==> src/design/leb_pkg.sv <==
`timescale 1ns / 1ps

package leb_pkg;

	// Integer kinds carried on the input kind field.
	typedef enum logic [2:0] {
		KIND_U32 = 3'd0,
		KIND_U64 = 3'd1,
		KIND_S32 = 3'd2,
		KIND_S33 = 3'd3,
		KIND_S64 = 3'd4
	} kind_t;

	// Error codes carried with each result.
	typedef enum logic [1:0] {
		ERR_NONE      = 2'd0,
		ERR_TOO_LONG  = 2'd1,
		ERR_TOO_LARGE = 2'd2,
		ERR_END       = 2'd3
	} err_t;

	localparam int unsigned VALUE_W  = 64;
	localparam int unsigned COUNT_W  = 4;
	localparam int unsigned OFFSET_W = 7;
	localparam int unsigned GROUP_W  = 7;

	// Offsets of the last group that an unsigned kind may carry.
	localparam logic [OFFSET_W-1:0] LAST_OFF_U32 = 7'd28;
	localparam logic [OFFSET_W-1:0] LAST_OFF_U64 = 7'd63;

	// Payload bits that must be clear in the last group of an unsigned kind.
	localparam logic [GROUP_W-1:0] BIG_MASK_U32 = 7'h70;
	localparam logic [GROUP_W-1:0] BIG_MASK_U64 = 7'h7E;

	// Bit widths of the signed kinds.
	localparam logic [OFFSET_W-1:0] WIDTH_S32 = 7'd32;
	localparam logic [OFFSET_W-1:0] WIDTH_S33 = 7'd33;
	localparam logic [OFFSET_W-1:0] WIDTH_S64 = 7'd64;

	localparam logic [COUNT_W-1:0] COUNT_MAX = 4'd15;

endpackage

==> src/design/leb128_integer_decoder.sv <==
`timescale 1ns / 1ps

// LEB128 integer decoder. Encoded bytes enter one per request on the slave
// side; the integer kind is taken from the first byte of each value. A result
// leaves on the master side for every final byte, every error and every
// request that follows an error, since errors stay until reset. The block
// takes one byte per cycle, save for the stall below: the byte is
// registered, then the decode of that byte against the running accumulator
// is registered into the result register. The accumulator update
// is the loop that sets this rate; it holds one shift, one OR and a few small
// compares. A request stalls only while a result waits in the result register
// and the registered byte needs to produce another one.
module leb128_integer_decoder
	import leb_pkg::*;
(
	input  logic        clk,
	input  logic        arst_n,
	input  logic        s_tvalid,
	output logic        s_tready,
	input  logic [7:0]  s_tdata,   // [7:0] data_byte
	input  logic [3:0]  s_tuser,   // [2:0] kind, [3] at_end
	output logic        m_tvalid,
	input  logic        m_tready,
	output logic [71:0] m_tdata,   // [63:0] value, [67:64] byte_count, rest zero
	output logic [1:0]  m_tuser    // [1:0] error
);

	// Input register.
	logic        valid_s1;
	logic [7:0]  byte_s1;
	logic [2:0]  kind_s1;
	logic        end_s1;

	// Decoder state.
	logic [VALUE_W-1:0]  acc_q;
	logic [OFFSET_W-1:0] off_q;
	logic [COUNT_W-1:0]  seen_q;
	logic [2:0]          kind_q;
	logic                in_value_q;
	err_t                sticky_q;

	// Result register.
	logic               out_valid_q;
	logic [VALUE_W-1:0] out_value_q;
	logic [COUNT_W-1:0] out_count_q;
	err_t               out_err_q;

	// Decode of the registered byte.
	logic                res_valid;
	logic [VALUE_W-1:0]  res_value;
	logic [COUNT_W-1:0]  res_count;
	err_t                res_err;
	logic [VALUE_W-1:0]  nx_acc;
	logic [OFFSET_W-1:0] nx_off;
	logic [COUNT_W-1:0]  nx_seen;
	logic [2:0]          nx_kind;
	logic                nx_in_value;
	err_t                nx_sticky;

	logic                advance_s1;
	logic                load_s1;

	logic [2:0]          k;
	logic [VALUE_W-1:0]  acc0;
	logic [OFFSET_W-1:0] off0;
	logic [COUNT_W-1:0]  seen0;
	logic [COUNT_W-1:0]  seen1;
	logic [VALUE_W-1:0]  group_sh;
	logic [VALUE_W-1:0]  acc_or;
	logic [OFFSET_W-1:0] last_off;
	logic [GROUP_W-1:0]  big_mask;
	logic [OFFSET_W-1:0] width_n;
	logic [OFFSET_W-1:0] rem;
	logic [2:0]          eff;
	logic [GROUP_W-1:0]  ext_mask;
	logic [GROUP_W-1:0]  ext_bits;
	logic [VALUE_W-1:0]  payload;
	logic [VALUE_W-1:0]  sval;
	logic                is_signed;

	// Kind and start-of-value selection shared by both decode paths.
	always_comb begin
		k     = in_value_q ? kind_q : kind_s1;
		acc0  = in_value_q ? acc_q : '0;
		off0  = in_value_q ? off_q : '0;
		seen0 = in_value_q ? seen_q : '0;
		seen1 = (seen0 < COUNT_MAX) ? seen0 + COUNT_W'(1) : seen0;
		group_sh = {{(VALUE_W-GROUP_W){1'b0}}, byte_s1[GROUP_W-1:0]} << off0;
		acc_or   = acc0 | group_sh;
		is_signed = (k == KIND_S32) || (k == KIND_S33) || (k == KIND_S64);
		last_off = (k == KIND_U32) ? LAST_OFF_U32 : LAST_OFF_U64;
		big_mask = (k == KIND_U32) ? BIG_MASK_U32 : BIG_MASK_U64;
		case (k)
			KIND_S32: width_n = WIDTH_S32;
			KIND_S33: width_n = WIDTH_S33;
			default:  width_n = WIDTH_S64;
		endcase
		rem = width_n - off0;
		eff = (rem < OFFSET_W'(GROUP_W)) ? rem[2:0] : 3'(GROUP_W);
		// Bits from the sign position of the last group up must all match.
		ext_mask = GROUP_W'({GROUP_W{1'b1}} << (eff - 3'd1));
		ext_bits = byte_s1[GROUP_W-1:0] & ext_mask;
		payload  = {{(VALUE_W-GROUP_W){byte_s1[6]}}, byte_s1[GROUP_W-1:0]};
		sval     = acc0 | (payload << off0);
		if (k == KIND_S32) begin
			sval = {{32{sval[31]}}, sval[31:0]};
		end
	end

	// One decode step: result and next state.
	always_comb begin
		res_valid   = 1'b0;
		res_value   = '0;
		res_count   = seen1;
		res_err     = ERR_NONE;
		nx_acc      = acc_or;
		nx_off      = off0 + OFFSET_W'(GROUP_W);
		nx_seen     = seen1;
		nx_kind     = k;
		nx_in_value = 1'b1;
		nx_sticky   = sticky_q;
		if (sticky_q != ERR_NONE) begin
			// Errors repeat and leave the state alone.
			res_valid   = 1'b1;
			res_count   = '0;
			res_err     = sticky_q;
			nx_acc      = acc_q;
			nx_off      = off_q;
			nx_seen     = seen_q;
			nx_kind     = kind_q;
			nx_in_value = in_value_q;
		end else if (end_s1) begin
			res_valid   = 1'b1;
			res_count   = seen_q;
			res_err     = ERR_END;
			nx_acc      = acc_q;
			nx_off      = off_q;
			nx_seen     = seen_q;
			nx_kind     = kind_q;
			nx_in_value = 1'b0;
			nx_sticky   = ERR_END;
		end else if (!is_signed) begin
			if (off0 > last_off) begin
				res_valid = 1'b1;
				res_err   = ERR_TOO_LONG;
			end else if (off0 == last_off && (byte_s1[GROUP_W-1:0] & big_mask) != '0) begin
				res_valid = 1'b1;
				res_err   = ERR_TOO_LARGE;
			end else if (byte_s1[7]) begin
				if (off0 == last_off) begin
					res_valid = 1'b1;
					res_err   = ERR_TOO_LONG;
				end
			end else begin
				res_valid = 1'b1;
				res_value = (k == KIND_U32) ? {32'd0, acc_or[31:0]} : acc_or;
			end
			if (res_valid) begin
				nx_in_value = 1'b0;
				nx_sticky   = res_err;
			end
		end else begin
			if (off0 >= width_n) begin
				res_valid = 1'b1;
				res_err   = ERR_TOO_LONG;
			end else if (byte_s1[7]) begin
				if (rem < OFFSET_W'(GROUP_W)) begin
					res_valid = 1'b1;
					res_err   = ERR_TOO_LONG;
				end
			end else if (ext_bits != '0 && ext_bits != ext_mask) begin
				res_valid = 1'b1;
				res_err   = ERR_TOO_LARGE;
			end else begin
				res_valid = 1'b1;
				res_value = sval;
			end
			if (res_valid) begin
				nx_in_value = 1'b0;
				nx_sticky   = res_err;
			end
		end
	end

	// The registered byte moves on unless its result would overwrite a waiting one.
	assign advance_s1 = valid_s1 && (!res_valid || !out_valid_q || m_tready);
	assign s_tready   = !valid_s1 || advance_s1;
	assign load_s1    = s_tvalid && s_tready;

	// Input register control.
	always_ff @(posedge clk or negedge arst_n) begin
		if (!arst_n) begin
			valid_s1 <= 1'b0;
		end else if (s_tready) begin
			valid_s1 <= s_tvalid;
		end
	end

	// Input register payload.
	always_ff @(posedge clk) begin
		if (load_s1) begin
			byte_s1 <= s_tdata;
			kind_s1 <= s_tuser[2:0];
			end_s1  <= s_tuser[3];
		end
	end

	// Decoder state update.
	always_ff @(posedge clk or negedge arst_n) begin
		if (!arst_n) begin
			acc_q      <= '0;
			off_q      <= '0;
			seen_q     <= '0;
			kind_q     <= '0;
			in_value_q <= 1'b0;
			sticky_q   <= ERR_NONE;
		end else if (advance_s1) begin
			acc_q      <= nx_acc;
			off_q      <= nx_off;
			seen_q     <= nx_seen;
			kind_q     <= nx_kind;
			in_value_q <= nx_in_value;
			sticky_q   <= nx_sticky;
		end
	end

	// Result register control.
	always_ff @(posedge clk or negedge arst_n) begin
		if (!arst_n) begin
			out_valid_q <= 1'b0;
		end else if (advance_s1 && res_valid) begin
			out_valid_q <= 1'b1;
		end else if (m_tready) begin
			out_valid_q <= 1'b0;
		end
	end

	// Result register payload.
	always_ff @(posedge clk) begin
		if (advance_s1 && res_valid) begin
			out_value_q <= res_value;
			out_count_q <= res_count;
			out_err_q   <= res_err;
		end
	end

	assign m_tvalid = out_valid_q;
	assign m_tdata  = {4'd0, out_count_q, out_value_q};
	assign m_tuser  = out_err_q;

	// An error, once taken, never changes until reset.
	a_sticky_holds: assert property (@(posedge clk) disable iff (!arst_n)
		sticky_q != ERR_NONE |=> sticky_q == $past(sticky_q))
		else $error("sticky error changed");

	// No value stays open once an error is taken.
	a_sticky_idle: assert property (@(posedge clk) disable iff (!arst_n)
		sticky_q != ERR_NONE |-> !in_value_q)
		else $error("value in progress after error");

	// Error results carry a zero value.
	a_err_zero: assert property (@(posedge clk) disable iff (!arst_n)
		m_tvalid && m_tuser != ERR_NONE |-> m_tdata[63:0] == '0)
		else $error("error result with nonzero value");

	// A good result uses at least one byte.
	a_ok_count: assert property (@(posedge clk) disable iff (!arst_n)
		m_tvalid && m_tuser == ERR_NONE |-> m_tdata[67:64] != '0)
		else $error("good result with zero byte count");

endmodule

==> config.mk <==
export PLATFORM = sky130hd
export DESIGN_NAME = leb128_integer_decoder
export DESIGN_NICKNAME = d
export VERILOG_FILES = /design/src/design/leb_pkg.sv /design/src/design/leb128_integer_decoder.sv
export SDC_FILE = /design/constraint.sdc
export NUM_CORES = 1
export LEC_CHECK = 0
export ABC_CLOCK_PERIOD_IN_PS = 17100
export BUFFER_PORTS_ARGS = -buffer_cell sky130_fd_sc_hd__buf_4
export CAP_MARGIN = 40
export CELL_PAD_IN_SITES_DETAIL_PLACEMENT = 0
export CELL_PAD_IN_SITES_GLOBAL_PLACEMENT = 1
export CORE_ASPECT_RATIO = 1.5
export CORE_UTILIZATION = 30
export DETAILED_ROUTE_END_ITERATION = 16
export PLACE_DENSITY = 0.55
export SYNTH_ARGS = -nofsm -noshare
export SYNTH_HDL_FRONTEND = slang
export SYNTH_SLANG_ARGS = --single-unit
export TNS_END_PERCENT = 10
==> constraint.sdc <==
create_clock -name clk -period 17.1 [get_ports clk]
set_input_delay 0.855 -clock clk [delete_from_list [all_inputs] [get_ports clk]]
set_output_delay 0.855 -clock clk [all_outputs]
set_load 0.005 [all_outputs]
==> key figures <==
Timing
  • Fin. max-slew vios: 0
  • Slew @ Worst Pin: 0.866 ns
  • Fin Setup TNS: 0 ns
  • Min Tclk post-route: 7.40 ns
  • Final worst slack: 9.70 ns
  • # setup viols final: 0
  • RSZ-0062 raised after global routing: no
  • Hold_ws: 0.357 ns
  • Rel. slew slack: 41.7%
  • Final worst-path cycle share: 43.3%
  • Setup Skew: 0.0119 ns
  • Max Fclk: 135 MHz
  • Final hold viol count: 0

Clock network
  • Root Driver: clkbuf_16
  • Bufs on Longest Clock Path: 2
  • Post-CTS Setup Bufs: 0
  • Hold_buf cts: 0
  • Total CTS buffers: 17
  • Clk_lat worst skew: 0.47 ns
  • Post-cts resize count: 0
  • Clk slew on worst S/H paths: 0.08 ns
  • CTS H-tree lvls: 4
  • CTS tree: yes
  • Sink Count: 165

Power and ir drop
  • VDD IR-drop max: 0.0000687 V
  • PD cells: 76.8 nW/um^2
  • Internal Power: 0.647 mW
  • Combinational share of power: 6.7%
  • Sw Ratio: 26.0%
  • Sequential share of power: 50.6%
  • Clock share of power: 42.7%
  • Pleak: 4.54 nW
  • Pwr Total: 0.875 mW
  • NetSw: 0.228 mW

Finish
  • Post-Route Utilization: 35.7%
  • Ant diodes: 0
  • Nets: 1161
  • Fraction of layout cells with a size suffix above 1: 17.6%
  • Area Growth Syn to Fin: 16.5%

Floorplan
  • FP Rows: 80
  • Die Y: 223 um
  • Core Area: 31900 um^2
  • Die Area: 33400 um^2
  • I/O Pins: 92
  • Starting Density: 30.6%
  • Die X: 149 um

Worst setup path
  • Critical Path Sink Type: flip-flop
  • Crit path top cell by count: ha_1
  • Critical path buffers and inverters: 3
  • CP cell instances: buf_4 -> and2_0 -> ha_1 -> inv_1 -> ha_1 -> or3b_1 -> a221oi_1 -> a211o_1 -> nor3_1 -> ha_1 -> o21ai_0 -> a211o_1 -> or3b_2 -> or3_1 -> nand4b_1 -> a211oi_1 -> o221ai_2 -> buf_4 -> and2_1 -> o221ai_1
  • Cell count along the critical path: 20
  • CP Data Required Time: 17.28 ns
  • Max stage delay cell, worst path: dfrtp_4
  • R2r worst-path depth: 20
  • FF-to-FF Start: in_value_q$_DFFE_PN0P_
  • Worst setup startpoint: in_value_q$_DFFE_PN0P_
  • CP Max Fanout: 76
  • Crit path DAT: 7.58 ns
  • Critical path type: reg -> reg
  • CP Launch Type: flip-flop
  • Max incr delay on CP: 0.97 ns
  • CP delay by family, top: simple AND/OR/NAND/NOR gates

Synth
  • Mapped Area: 9780 um^2
  • Post-Syn Instances: 1082
  • Yosys warning total: 0
  • Seq/Total Area, Yosys: 46.4%
  • Ys async rst share: 50.3%
  • Library cells used by synthesis: 77
  • Yosys reg bits: 165
  • EDFF count, synth: 82
  • Mean post-synth cell area: 9.04 um^2
  • Top FF cell, synth: dfrtp_1

Routing
  • Routed Antenna Nets: 0
  • DR vias: 8750
  • DRT Pass-1 Iters: 5
  • Via density: 5.62
  • Drt drc: 0
  • DR iter-0 viols: 709
  • Routed len/inst: 24.2 um
  • Drt total wl: 37.7 mm

Place
  • Pre-CTS setup slack: 9.72 ns
  • GPL Wtd Cong: 0.852
  • IO buf count: 87
  • Post-DP HPWL: 26.6 mm

GRT
  • GRT overflow: 0
  • Vias in the first global route: 8641
  • Largest net degree at the start of global routing: 77
  • Gr usage total: 23.5%
  • Initial antenna violation count: 0
  • First-pass GRT wire length: 57.3 mm

Worst hold path
  • Tightest Hold Check Type: in -> async

Run status
  • Status: complete, no violations

Flow run
  • Max Cap Violations: 0
worst paths after layout:
check / end / slack, ns
setup / recovery: out_value_q[13]$_SDFFCE_PP0P_ / 9.70
hold / removal: acc_q[40]$_DFFE_PN0P_ / 0.36
setup reg to reg: out_value_q[13]$_SDFFCE_PP0P_ / 9.70
hold reg to reg: acc_q[2]$_DFFE_PN0P_ / 0.49
min in group clk: acc_q[2]$_DFFE_PN0P_ / 0.49
max in group asynchronous: acc_q[4]$_DFFE_PN0P_ / 15.54
synthesized netlist by cell type (14+ instances only):
cell,number,area (um^2)
o22ai_2,20,250
nor3_1,28,140
edfxtp_1,82,2460
dfrtp_1,83,2080
a22oi_1,16,120
nand3_1,21,105
o21ai_0,131,656
and2_1,16,100
inv_1,17,63.8
clkbuf_1,65,244
nand2_1,164,616
nand2b_1,14,87.6
a221oi_1,28,245
a21oi_1,81,405
nor2_1,86,323
cells in the final DEF (no fill, tap or decap), drive strengths merged, types with 10 or more instances in the layout:
cell type and n:
edfxtp 82, dfrtp 83, a22oi 16, a211oi 10
nor2 86, and2 17, mux2i 10, nand2 164
o21ai 134, o22ai 32, clkinv 10, clkbuf 17
nor3 28, inv 22, a221oi 28, nand3 21
or3 12, a21oi 81, nand2b 14, buf 116
ha 12, or2 10
cell type report:
class,instances,area (um^2)
Inverter,20,75.1
Multi-Input combinational cell,813,4820
Timing Repair Buffer,116,895
Tap cell,410,513
Clock inverter,15,123
Fill cell,3296,20500
Clock buffer,17,425
Sequential cell,165,4540
metal layers:
layer  up-vias  share of wire (%)  track usage (%)
met2       270                 50             39.6
met4         0                4.6             12.0
met1      4298                 41             28.7
met3        65                4.2             3.31
li1       4117                  -                -
met5         -                  0                0
stage by stage:
stage | area, um^2 | instances
6_report | 11400 | 1556
5_1_grt | 11400 | 1556
4_1_cts | 11400 | 1556
3_5_place_dp | 10800 | 1524
3_3_place_gp | 10800 | 1515
2_1_floorplan | 9800 | 1085
cells by family after synthesis:
logic type	after synthesis	share of synthesized area, %
mux	18	2.29
compound gates	390	26.8
xor+xnor	2	0.179
fa+ha+maj	12	1.53
buf+inv	107	4.60
other cells	1	0.0383
simple gates	387	18.2
flops	165	46.4
flip-flops by register name, summed over array words and instances, names as in the netlist, 2 cells and up:
| signal | count |
|---|---|
| acc_q | 64 |
| m_tuser | 2 |
| out_value_q | 64 |
| out_count_q | 4 |
| off_q | 7 |
| sticky_q | 2 |
| seen_q | 4 |
| kind_s1 | 3 |
| byte_s1 | 8 |
| kind_q | 3 |
power by group through the flow:
stage / registers, mW / clock network [mW] / logic [mW]
global placement: 0.451 / 0 / 0.0598
global route: 0.445 / 0.397 / 0.0643
finish: 0.443 / 0.373 / 0.0588
detailed placement: 0.452 / 0 / 0.0607
CTS: 0.443 / 0.385 / 0.0607
floorplan: 0.451 / 0 / 0.0196
No activity file was read; power rests on OpenSTA's default activity.
